$ cat src/design/fmcs_pkg.sv
// Shared types and constants for the field match comb selector.
package fmcs_pkg;

	localparam int COL_W       = 12;
	localparam int ROW_W       = 12;
	localparam int PIX_W       = 8;
	localparam int ROWS_W      = 13;
	localparam int THR_W       = 16;
	localparam int OUT_CNT_W   = 18;
	localparam int CFG_IDX_W   = 2;
	localparam int CFG_DATA_W  = 16;

	localparam int MAGIC_CURR_LIMIT  = 50;
	localparam int MAGIC_DIFF_LIMIT  = 10;
	localparam int MAGIC_TOTAL_LIMIT = 1000;

	typedef enum logic [CFG_IDX_W-1:0] {
		CFG_FRAME_ROWS     = 2'd0,
		CFG_MAGIC_ENABLE   = 2'd1,
		CFG_COMB_THRESHOLD = 2'd2
	} cfg_reg_t;

	typedef enum logic [1:0] {
		FRAME_PREV = 2'd0,
		FRAME_CURR = 2'd1,
		FRAME_NEXT = 2'd2
	} frame_sel_t;

	typedef struct packed {
		logic [COL_W-1:0] col;
		logic [ROW_W-1:0] row;
		logic [PIX_W-1:0] cur_pixel;
		logic [PIX_W-1:0] prev_above;
		logic [PIX_W-1:0] prev_below;
		logic [PIX_W-1:0] curr_above;
		logic [PIX_W-1:0] curr_below;
		logic [PIX_W-1:0] next_above;
		logic [PIX_W-1:0] next_below;
		logic             last_sample;
	} in_beat_t;

	typedef struct packed {
		logic [1:0]           chosen_frame;
		logic [OUT_CNT_W-1:0] prev_comb_count;
		logic [OUT_CNT_W-1:0] curr_comb_count;
		logic [OUT_CNT_W-1:0] next_comb_count;
	} out_beat_t;

	// comb hits of one position, handed from detect to decide
	typedef struct packed {
		logic valid;
		logic last;
		logic prev_hit;
		logic curr_hit;
		logic next_hit;
	} hit_flags_t;

endpackage

$ cat src/design/fmcs_detect.sv
// Sample gating and comb product tests, registered into stage 2.
module fmcs_detect (
	input  logic                           clk,
	input  logic                           arst_n,
	input  logic                           valid_s1,
	input  fmcs_pkg::in_beat_t             beat_s1,
	input  logic [fmcs_pkg::ROWS_W-1:0]    frame_rows,
	input  logic [fmcs_pkg::THR_W-1:0]     comb_threshold,
	input  logic                           hold,
	output fmcs_pkg::hit_flags_t           flags_s2
);

	logic                     sampled;
	logic                     prev_c, curr_c, next_c;
	logic signed [17:0]       thr;

	function automatic logic combed(input logic [fmcs_pkg::PIX_W-1:0] cur,
	                                input logic [fmcs_pkg::PIX_W-1:0] above,
	                                input logic [fmcs_pkg::PIX_W-1:0] below,
	                                input logic signed [17:0] limit);
		logic signed [8:0]  da;
		logic signed [8:0]  db;
		logic signed [17:0] prod;
		da   = $signed({1'b0, above}) - $signed({1'b0, cur});
		db   = $signed({1'b0, below}) - $signed({1'b0, cur});
		prod = da * db;
		return prod > limit;
	endfunction

	assign thr = $signed({2'b00, comb_threshold});

	assign sampled = (beat_s1.col[3:2] == 2'b00) && (beat_s1.row[1:0] == 2'b00) &&
		(({2'b00, beat_s1.row} + 14'd2) < {1'b0, frame_rows});

	assign prev_c = combed(beat_s1.cur_pixel, beat_s1.prev_above, beat_s1.prev_below, thr);
	assign curr_c = combed(beat_s1.cur_pixel, beat_s1.curr_above, beat_s1.curr_below, thr);
	assign next_c = combed(beat_s1.cur_pixel, beat_s1.next_above, beat_s1.next_below, thr);

	always_ff @(posedge clk or negedge arst_n) begin
		if (!arst_n) begin
			flags_s2 <= '0;
		end else if (!hold) begin
			flags_s2.valid    <= valid_s1;
			flags_s2.last     <= beat_s1.last_sample;
			flags_s2.prev_hit <= sampled & prev_c;
			flags_s2.curr_hit <= sampled & curr_c;
			flags_s2.next_hit <= sampled & next_c;
		end
	end

endmodule

$ cat src/design/fmcs_decide.sv
// Saturating comb counters, frame decision and result register.
module fmcs_decide #(
	parameter int COUNT_BITS = 18
) (
	input  logic                  clk,
	input  logic                  arst_n,
	input  fmcs_pkg::hit_flags_t  flags_s2,
	input  logic                  magic_enable,
	output logic                  hold,
	output logic                  out_valid,
	input  logic                  out_ready,
	output fmcs_pkg::out_beat_t   out_data
);

	localparam int SUM_W = COUNT_BITS + 2;
	localparam int EXT_W = COUNT_BITS + fmcs_pkg::OUT_CNT_W;

	logic [COUNT_BITS-1:0] prev_q, curr_q, next_q;
	logic [COUNT_BITS-1:0] prev_n, curr_n, next_n;
	logic [COUNT_BITS-1:0] lowest, diff;
	logic [SUM_W-1:0]      total;
	logic [EXT_W-1:0]      prev_ext, curr_ext, next_ext;
	fmcs_pkg::frame_sel_t  pick, chosen;
	logic                  fire, magic_hit;

	assign hold = flags_s2.valid & flags_s2.last & out_valid & ~out_ready;
	assign fire = flags_s2.valid & ~hold;

	assign prev_n = prev_q + COUNT_BITS'(flags_s2.prev_hit & ~(&prev_q));
	assign curr_n = curr_q + COUNT_BITS'(flags_s2.curr_hit & ~(&curr_q));
	assign next_n = next_q + COUNT_BITS'(flags_s2.next_hit & ~(&next_q));

	always_comb begin
		lowest = curr_n;
		pick   = fmcs_pkg::FRAME_CURR;
		if (prev_n < lowest) begin
			lowest = prev_n;
			pick   = fmcs_pkg::FRAME_PREV;
		end
		if (next_n < lowest) begin
			lowest = next_n;
			pick   = fmcs_pkg::FRAME_NEXT;
		end
	end

	// lowest never exceeds current
	assign diff  = curr_n - lowest;
	assign total = SUM_W'(prev_n) + SUM_W'(curr_n) + SUM_W'(next_n);

	assign magic_hit = magic_enable &&
		(curr_n < COUNT_BITS'(fmcs_pkg::MAGIC_CURR_LIMIT)) &&
		(diff < COUNT_BITS'(fmcs_pkg::MAGIC_DIFF_LIMIT)) &&
		(total > SUM_W'(fmcs_pkg::MAGIC_TOTAL_LIMIT));

	assign chosen = magic_hit ? fmcs_pkg::FRAME_CURR : pick;

	assign prev_ext = {{fmcs_pkg::OUT_CNT_W{1'b0}}, prev_n};
	assign curr_ext = {{fmcs_pkg::OUT_CNT_W{1'b0}}, curr_n};
	assign next_ext = {{fmcs_pkg::OUT_CNT_W{1'b0}}, next_n};

	always_ff @(posedge clk or negedge arst_n) begin
		if (!arst_n) begin
			prev_q <= '0;
			curr_q <= '0;
			next_q <= '0;
		end else if (fire) begin
			if (flags_s2.last) begin
				prev_q <= '0;
				curr_q <= '0;
				next_q <= '0;
			end else begin
				prev_q <= prev_n;
				curr_q <= curr_n;
				next_q <= next_n;
			end
		end
	end

	always_ff @(posedge clk or negedge arst_n) begin
		if (!arst_n) begin
			out_valid <= 1'b0;
		end else if (fire && flags_s2.last) begin
			out_valid <= 1'b1;
		end else if (out_ready) begin
			out_valid <= 1'b0;
		end
	end

	always_ff @(posedge clk) begin
		if (fire && flags_s2.last) begin
			out_data.chosen_frame    <= chosen;
			out_data.prev_comb_count <= prev_ext[fmcs_pkg::OUT_CNT_W-1:0];
			out_data.curr_comb_count <= curr_ext[fmcs_pkg::OUT_CNT_W-1:0];
			out_data.next_comb_count <= next_ext[fmcs_pkg::OUT_CNT_W-1:0];
		end
	end

	a_clear_after_decision: assert property (@(posedge clk) disable iff (!arst_n)
		fire && flags_s2.last |=> (prev_q <= COUNT_BITS'(1)) && (curr_q <= COUNT_BITS'(1)) &&
			(next_q <= COUNT_BITS'(1)))
		else $error("counters not cleared after decision");

	a_no_overwrite: assert property (@(posedge clk) disable iff (!arst_n)
		out_valid && !out_ready |=> out_valid && $stable(out_data))
		else $error("pending result overwritten");

	a_choice_code: assert property (@(posedge clk) disable iff (!arst_n)
		out_valid |-> (out_data.chosen_frame == fmcs_pkg::FRAME_PREV) ||
			(out_data.chosen_frame == fmcs_pkg::FRAME_CURR) ||
			(out_data.chosen_frame == fmcs_pkg::FRAME_NEXT))
		else $error("invalid frame choice");

	a_prev_strictly_lower: assert property (@(posedge clk) disable iff (!arst_n)
		fire && flags_s2.last && chosen == fmcs_pkg::FRAME_PREV |->
			(prev_n < curr_n) && (prev_n <= next_n))
		else $error("previous chosen without fewest combed positions");

endmodule

$ cat src/design/field_match_comb_selector_top.sv
// Top level of the field match comb selector: input stage, config registers, handshakes.
//
// Usage: one luma position per beat on in_valid/in_ready with payload in_data. The
// block counts combed sampled positions against the previous, current and next frames.
// The beat with last_sample set closes the frame: one result beat then leaves on
// out_valid/out_ready carrying the chosen frame and the three counts, and the counters
// restart from zero. Beats without last_sample produce nothing on the output.
// Throughput: one input beat per cycle while no final beat is held, set by the single
// input register and the registered comb test feeding the counters directly.
// Result path: once the last beat is accepted, its comb flags are registered, then the
// result register loads and out_valid rises, unless that beat is held.
// Stall: while a result waits on out_ready, non-final beats keep flowing; only a
// further final beat holds in stage 2 until the pending result is taken.
// Config: cfg_valid/cfg_ready with cfg_index and cfg_data, always ready; write only
// while idle. Index 0 frame_rows, 1 magic_enable, 2 comb_threshold; others ignored.
// Reset: arst_n clears the pipeline, counters and output valid, and sets frame_rows
// to 480, magic_enable to 0 and comb_threshold to 100.
module field_match_comb_selector_top #(
	parameter int COUNT_BITS = 18
) (
	input  logic                              clk,
	input  logic                              arst_n,
	input  logic                              in_valid,
	output logic                              in_ready,
	input  fmcs_pkg::in_beat_t                in_data,
	output logic                              out_valid,
	input  logic                              out_ready,
	output fmcs_pkg::out_beat_t               out_data,
	input  logic                              cfg_valid,
	output logic                              cfg_ready,
	input  logic [fmcs_pkg::CFG_IDX_W-1:0]    cfg_index,
	input  logic [fmcs_pkg::CFG_DATA_W-1:0]   cfg_data
);

	logic                          valid_s1;
	fmcs_pkg::in_beat_t            beat_s1;
	logic [fmcs_pkg::ROWS_W-1:0]   frame_rows_q;
	logic                          magic_enable_q;
	logic [fmcs_pkg::THR_W-1:0]    comb_threshold_q;
	fmcs_pkg::hit_flags_t          flags_s2;
	logic                          hold;

	assign cfg_ready = 1'b1;
	assign in_ready  = ~valid_s1 | ~hold;

	always_ff @(posedge clk or negedge arst_n) begin
		if (!arst_n) begin
			frame_rows_q     <= fmcs_pkg::ROWS_W'(480);
			magic_enable_q   <= 1'b0;
			comb_threshold_q <= fmcs_pkg::THR_W'(100);
		end else if (cfg_valid) begin
			unique case (fmcs_pkg::cfg_reg_t'(cfg_index))
				fmcs_pkg::CFG_FRAME_ROWS:     frame_rows_q     <= cfg_data[fmcs_pkg::ROWS_W-1:0];
				fmcs_pkg::CFG_MAGIC_ENABLE:   magic_enable_q   <= cfg_data[0];
				fmcs_pkg::CFG_COMB_THRESHOLD: comb_threshold_q <= cfg_data;
				default: ;
			endcase
		end
	end

	always_ff @(posedge clk or negedge arst_n) begin
		if (!arst_n) begin
			valid_s1 <= 1'b0;
		end else if (in_ready) begin
			valid_s1 <= in_valid;
		end
	end

	always_ff @(posedge clk) begin
		if (in_valid && in_ready) begin
			beat_s1 <= in_data;
		end
	end

	fmcs_detect u_detect (
		.clk            (clk),
		.arst_n         (arst_n),
		.valid_s1       (valid_s1),
		.beat_s1        (beat_s1),
		.frame_rows     (frame_rows_q),
		.comb_threshold (comb_threshold_q),
		.hold           (hold),
		.flags_s2       (flags_s2)
	);

	fmcs_decide #(
		.COUNT_BITS (COUNT_BITS)
	) u_decide (
		.clk          (clk),
		.arst_n       (arst_n),
		.flags_s2     (flags_s2),
		.magic_enable (magic_enable_q),
		.hold         (hold),
		.out_valid    (out_valid),
		.out_ready    (out_ready),
		.out_data     (out_data)
	);

endmodule

$ cat config.mk
export PLATFORM = sky130hd
export DESIGN_NAME = field_match_comb_selector_top
export DESIGN_NICKNAME = d
export VERILOG_FILES = /design/src/design/fmcs_pkg.sv /design/src/design/fmcs_detect.sv /design/src/design/fmcs_decide.sv /design/src/design/field_match_comb_selector_top.sv
export SDC_FILE = /design/constraint.sdc
export NUM_CORES = 1
export LEC_CHECK = 0
export BUFFER_PORTS_ARGS = -buffer_cell sky130_fd_sc_hd__buf_2
export CAP_MARGIN = 0
export CORE_MARGIN = 1.5
export CORE_UTILIZATION = 55
export CTS_CLUSTER_SIZE = 14
export DETAILED_ROUTE_END_ITERATION = 8
export HOLD_SLACK_MARGIN = 0.15
export PLACE_DENSITY = 0.84
export RECOVER_POWER = 50
export SETUP_SLACK_MARGIN = 0.4
export SLEW_MARGIN = 20
export SYNTH_ARGS = -nofsm -noshare
export SYNTH_HDL_FRONTEND = slang
export SYNTH_SLANG_ARGS = --single-unit
$ cat constraint.sdc
create_clock -name clk -period 21 [get_ports clk]
set_input_delay 2.1 -clock clk [delete_from_list [all_inputs] [get_ports clk]]
set_output_delay 2.1 -clock clk [all_outputs]
set_load 0.05 [all_outputs]
After elaboration in Yosys (flattened, before gate mapping)

Cells that the tools add are included.

Input bits: 104
Output and inout bits: 59
Register bits after elaboration: 220

Reduce and logical (&&, ||, !) cells: 17
Multipliers: 3
$add $sub $neg: 13
Order comparisons: 9
Bitwise gates (word level): 17
Eq/ne operators: 2
Multiplexer cells: 9

Operators by type and width:

| operator                | count |
|---|---|
| $mux W18                | 5 |
| $add A18 B18 Y18        | 3 |
| $and A1 B18 Y18         | 3 |
| $gt A18 B17 Y1          | 3 |
| $mul A9 B9 Y18          | 3 |
| $not A1 Y18             | 3 |
| $reduce_and A18 Y1      | 3 |
| $sub A8 B8 Y9           | 6 |
| $lt A18 B18 Y1          | 2 |
| $add A20 B18 Y20        | 1 |
| $gt A20 B10 Y1 const B  | 1 |
| $add A18 B18 Y19        | 1 |
| $lt A18 B4 Y1 const B   | 1 |
| $lt A18 B6 Y1 const B   | 1 |
| $sub A18 B18 Y18        | 1 |
| $lt A14 B13 Y1          | 1 |
| $add A12 B2 Y13 const B | 1 |
| $and A1 B1 Y1           | 7 |
| $logic_and A1 B1 Y1     | 7 |
| $logic_not A2 Y1        | 3 |
| $reduce_and A2 Y1       | 3 |
| $mux W1                 | 3 |
| $not A1 Y1              | 3 |
| $eq A2 B1 Y1 const B    | 1 |
| 4 further kinds         | 4 |

Logic depth before layout (Yosys ltp)

Word-level depth: 12
Depth in mapped cells: 48
Gate-level depth less buffers: 45

Cells and area by module

A second synthesis with hierarchy kept.

Cells, all modules: 2611
Area total of the unflattened synthesis: 25172.9 µm²

By module, submodules not included:

| module                        | seq. area each (µm²) | instances | cells an instance | area an instance (µm²) |
|---|---|---|---|---|
| fmcs_detect                   | 125.1                | 1         | 1458              | 12585.8 |
| fmcs_decide                   | 3057.9               | 1         | 1001              | 8936.1 |
| field_match_comb_selector_top | 3216.8               | 1         | 152               | 3651.0 |

Least setup slack after synthesis

No wires, ideal clock.

Path type: register to register
Start: register u_decide.curr_q[7]
End: register, netlist name u_decide.out_data[55]
Setup slack: 11.987 ns
Buffers on the path: 3
Clock period less this slack: 9.013 ns
Library setup time: 0.255 ns
Arrival time: 8.758 ns
Cell stages (with the launch flop): 46
Required time: 20.745 ns
Cells stage by stage: dfrtp_1 nand3_1 nor3_2 nand3_1 o31a_1 ha_1 ha_1 nand2_1 nor2_1 nand3_1 xor2_1 inv_1 ha_1 nand4b_1 nor2_1 o2111a_1 and4b_4 o2111ai_1 (+10 left out) nor2_1 clkbuf_1 o21ai_0 ha_1 nor2b_1 o21ai_0 nand2_1 and2_1 o21ai_0 nand2_1 xnor2_1 nand4_1 or4_1 nor4_1 o311ai_0 a2111oi_2 nand4_1 and2_1

Word-level cells in the longest chain between the ends: 12
Elaborated cells on any way between the ends: 18
Those cells by class: 4 x add/sub; 5 x order compare; 3 x mux; 2 x bitwise; 4 x reduce/logical

RTL lines:

| element                 | RTL line          | source |
|---|---|---|
| from (decl)             | fmcs_decide.sv:18 | `logic [COUNT_BITS-1:0] prev_q, curr_q, next_q;` |
| from (signal assigned)  | fmcs_decide.sv:73 | `curr_q <= curr_n;` |
| $reduce_and A18 Y1      | fmcs_decide.sv:30 | `assign curr_n = curr_q + COUNT_BITS'(flags_s2.curr_hit & ~(&curr_q));` |
| $not A1 Y18             | fmcs_decide.sv:30 |  |
| $and A1 B18 Y18         | fmcs_decide.sv:30 |  |
| $add A18 B18 Y18 *      | fmcs_decide.sv:30 |  |
| via u_decide.curr_n[12] | fmcs_decide.sv:19 | `logic [COUNT_BITS-1:0] prev_n, curr_n, next_n;` |
| $lt A18 B18 Y1          | fmcs_decide.sv:36 | `if (prev_n < lowest) begin` |
| $mux W18                | fmcs_decide.sv:36 |  |
| $lt A18 B18 Y1          | fmcs_decide.sv:40 | `if (next_n < lowest) begin` |
| $mux W18                | fmcs_decide.sv:40 |  |
| $sub A18 B18 Y18        | fmcs_decide.sv:47 | `assign diff = curr_n - lowest;` |
| $lt A18 B4 Y1           | fmcs_decide.sv:52 | `(diff < COUNT_BITS'(fmcs_pkg::MAGIC_DIFF_LIMIT)) &&` |
| $logic_and A1 B1 Y1     | fmcs_decide.sv:51 | `(curr_n < COUNT_BITS'(fmcs_pkg::MAGIC_CURR_LIMIT)) &&` |
| $logic_and A1 B1 Y1     | fmcs_decide.sv:52 |  |

Mark *: on every way through the listed nets, which the timed path passes. The rest lies on a longest branch.
A chain may end at the register's enable or synchronous reset.

Worst setup path after layout

Start: register u_decide.curr_q[7]
End: register, netlist name u_decide.out_data[55]

Word-level cells in the longest chain between the ends: 12
Elaborated cells on any way between the ends: 18
Those cells by class: 4 x add/sub; 5 x order compare; 3 x mux; 2 x bitwise; 4 x reduce/logical

RTL lines:

| element                 | RTL line |
|---|---|
| $reduce_and A18 Y1      | fmcs_decide.sv:30 |
| $not A1 Y18             | fmcs_decide.sv:30 |
| $and A1 B18 Y18         | fmcs_decide.sv:30 |
| $add A18 B18 Y18 *      | fmcs_decide.sv:30 |
| via u_decide.curr_n[12] | fmcs_decide.sv:19 |
| $lt A18 B18 Y1          | fmcs_decide.sv:36 |
| $mux W18                | fmcs_decide.sv:36 |
| $lt A18 B18 Y1          | fmcs_decide.sv:40 |
| $mux W18                | fmcs_decide.sv:40 |
| $sub A18 B18 Y18        | fmcs_decide.sv:47 |
| $lt A18 B4 Y1           | fmcs_decide.sv:52 |
| $logic_and A1 B1 Y1     | fmcs_decide.sv:51 |
| $logic_and A1 B1 Y1     | fmcs_decide.sv:52 |

Marks and branches as above.

==> flow_summary.json <==
{
  "post-route-util_pct": 61.3,
  "worst_path_max_delay_cell": "o31ai_1",
  "clock_skew_ns": 0.0166,
  "clk_path_buf_depth": 3,
  "synth_seq_area_share_pct": 25.1,
  "io_buffers": 151,
  "synth-async-reset-ratio_pct": 41.7,
  "pin_count": 163,
  "fin_tns_setup_ns": 0,
  "path_class": "reg -> reg",
  "setup_viol": 0,
  "critPathRequiredTime_ns": 21.32,
  "hold_buffers": 0,
  "timing.fmax_mhz": 86.5,
  "ys_seq_elements": 218,
  "grt_pass1_wl_mm": 98.1,
  "layout-drive-gt1-share_pct": 9.07,
  "drc_errors": 0,
  "antenna_cells": 0,
  "fp.coreArea_mm2": 0.0434,
  "first_global_vias": 19400,
  "dieHeight_um": 213,
  "synth_top_flop_cell": "edfxtp_1",
  "fin_crit_ns": 11.56,
  "outcome": "finished with violations",
  "syn_area_mm2": 0.0243,
  "rsz0062_at_grt": "false",
  "areaGrowthSynthToFinish_pct": 9.47,
  "ctsRootBufferMaster": "clkbuf_16",
  "worstPathMaxFanout": 26,
  "gp_congestion": 0.950,
  "postCtsResizedCells": 0,
  "synth_cell_types": 85,
  "final_hold_viol_count": 0,
  "tightest_slew_ns": 4.09,
  "avgSynthCellArea_um2": 9.61,
  "rows": 76,
  "grt_usage_pct": 27.3,
  "cp.arrival_ns": 11.89,
  "violations": "capacitance limit, slew limit",
  "cts_setup_buffers": 0,
  "drt_wl_total_mm": 60.9,
  "nNetsFinal": 3329,
  "holdCritPathClass": "reg -> reg",
  "clk_pin_slew_ns": 0.06,
  "synth_area_leader_cell": "fa_1",
  "fin_crit_sh_pct": 55.1,
  "wl_per_cell_um": 18.5,
  "slew_viol_final": 157,
  "cts_tree": "done",
  "h-tree-depth": 1,
  "synth_edf_count": 127,
  "max_stage_delay_ns": 0.61,
  "syn-instance-count": 2529,
  "synthTopCellsByArea": "fa_1, ha_1, edfxtp_1",
  "vias": 19200,
  "antenna_found_initial": 0,
  "synth_top_area_share_pct": 18.3,
  "die_w_um": 213,
  "startpoint_type": "register",
  "initial_core_util_pct": 56.0,
  "ant_nets": 0,
  "cts_sinks": 218,
  "cts_made_buffers": 27,
  "drt_iter0_drc": 1582,
  "clock_latency_ns": 0.58,
  "synth_warnings": 0,
  "maxCapViolations": 3,
  "syn_nets": 3167,
  "viasPerCell": 5.83,
  "hpwl_mm": 49.1,
  "firstDrtPassIters": 6,
  "grt_start_max_net_pins": 74,
  "slew_headroom_pct": -172,
  "worstSetupEndpointType": "register",
  "fill_cells": 3534,
  "design.die.area_mm2": 0.0455,
  "overflow": 0
}
==> cell usage after synthesis, types with 6 or more instances <==
cell      number
nor2b_1       32
o21a_1        28
a211oi_1       9
and2_1        34
nand2_1      272
dfstp_2        7
xor2_1        51
nand4_1       39
nor3_1        21
dfrtp_1       84
edfxtp_1     127
a21boi_0      12
inv_1        363
a22o_1        14
or2_2          7
o21ai_0      124
and3_1        18
mux2_2        19
nor4_1         9
nand2b_1      50
ha_1         312
o31ai_1        9
nor3b_1        6
fa_1         222
nor2_1       131
clkbuf_1      27
mux2i_1        6
o21bai_1      35
a21o_1        64
xnor2_1      129
o211ai_1      11
nand3_1       47
a21oi_1      108
nand3b_1       6
==> sequential cells by signal, indices dropped and copies added (netlist names), 5 cells and up <==
name               cells
u_decide.out_data     56
u_decide.curr_q       18
beat_s1               71
u_decide.prev_q       18
u_decide.next_q       18
comb_threshold_q      16
frame_rows_q          13
u_detect.flags_s2      5
==> logic make-up (layout without fill, tap and decap cells) <==
logic type,after synthesis,after routing,share of synthesized area [%]
AOI/OAI and AO/OA,473,473,12.7
xor gates and xnor gates,183,183,6.77
adders and majority gates,536,536,34.4
buffers and inverters,400,582,6.21
DFF,218,218,25.1
muxes,25,25,1.13
other,1,1,0.0154
and+or+nand+nor,693,693,13.6
==> area by class of cell <==
class                   count  area (µm²)  share of cell area, %
flip-flops and latches    218        6100                   22.9
well taps                 585         732                   2.75
multi-input cells        1911       16700                   62.8
clock inverters            12         141                  0.531
inverters                 364        1370                   5.14
repair buffers            169         853                   3.21
clock buffers              37         713                   2.68
==> placed cells by master, fill, tap and decap left out, types with 12 or more instances in the layout <==
cell	netlist	final
xnor2_1	129	129
buf_2	4	148
nand2b_1	50	50
nor3_1	21	22
clkbuf_1	27	22
o21a_1	28	28
o21ai_0	124	124
and3_1	18	18
a21o_1	64	64
nor2_1	131	130
fa_1	222	222
a21oi_1	108	108
xor2_1	51	51
nor2b_1	32	32
inv_1	363	363
clkbuf_16	0	27
nand2_1	272	271
ha_1	312	312
edfxtp_1	127	127
a21boi_0	12	12
nand4_1	39	39
dfrtp_1	84	84
and2_1	34	33
nand3_1	47	47
a22o_1	14	14
o21bai_1	35	35
mux2_2	19	19
==> per-layer routing <==
metal	global-route usage, %	vias up	routed length, µm
met5	0	-	0
met4	8.26	0	1710
met2	45.1	750	29100
met1	36.9	9437	25500
li1	-	8897	-
met3	4.27	125	4600
==> metrics by stage <==
stage	hold slack (ns)	area [µm²]	instances	worst slack, ns
3_5_place_dp	0.453	25800	3247	9.84
4_1_cts	0.470	26700	3296	9.78
3_3_place_gp	0.447	25800	3247	9.90
5_1_grt	0.496	26600	3296	8.88
2_1_floorplan	0.408	24300	2529	11.99
6_report	0.465	26600	3296	9.44
==> worst paths after layout <==
check / cells after the start / end / slack [ns] / start
worst max-delay path: 45 / u_decide.out_data[55] / 9.44 / u_decide.curr_q[7]
worst min-delay path: 1 / u_detect.flags_s2[3] / 0.46 / beat_s1[0]
worst max register to register: 45 / u_decide.out_data[55] / 9.44 / u_decide.curr_q[7]
worst min register to register: 1 / u_detect.flags_s2[3] / 0.46 / beat_s1[0]
max in group asynchronous: 2 / comb_threshold_q[13] / 14.87 / arst_n
min in group asynchronous: 1 / u_decide.next_q[8] / 1.69 / arst_n
==> critical path, delay by kind of cell, from the launching register on <==
| kind | cells | cell delay, ns |
|---|---|---|
| compound gates | 14 | 3.34 |
| xor+xnor | 2 | 0.66 |
| fa+ha+maj | 5 | 1.70 |
| buf+inv | 2 | 0.44 |
| flops | 1 | 0.46 |
| simple gates | 22 | 4.71 |
Power is left out: the tool's default activity adds up to more than one toggle a clock period on the data nets, which glitch-free logic cannot reach.
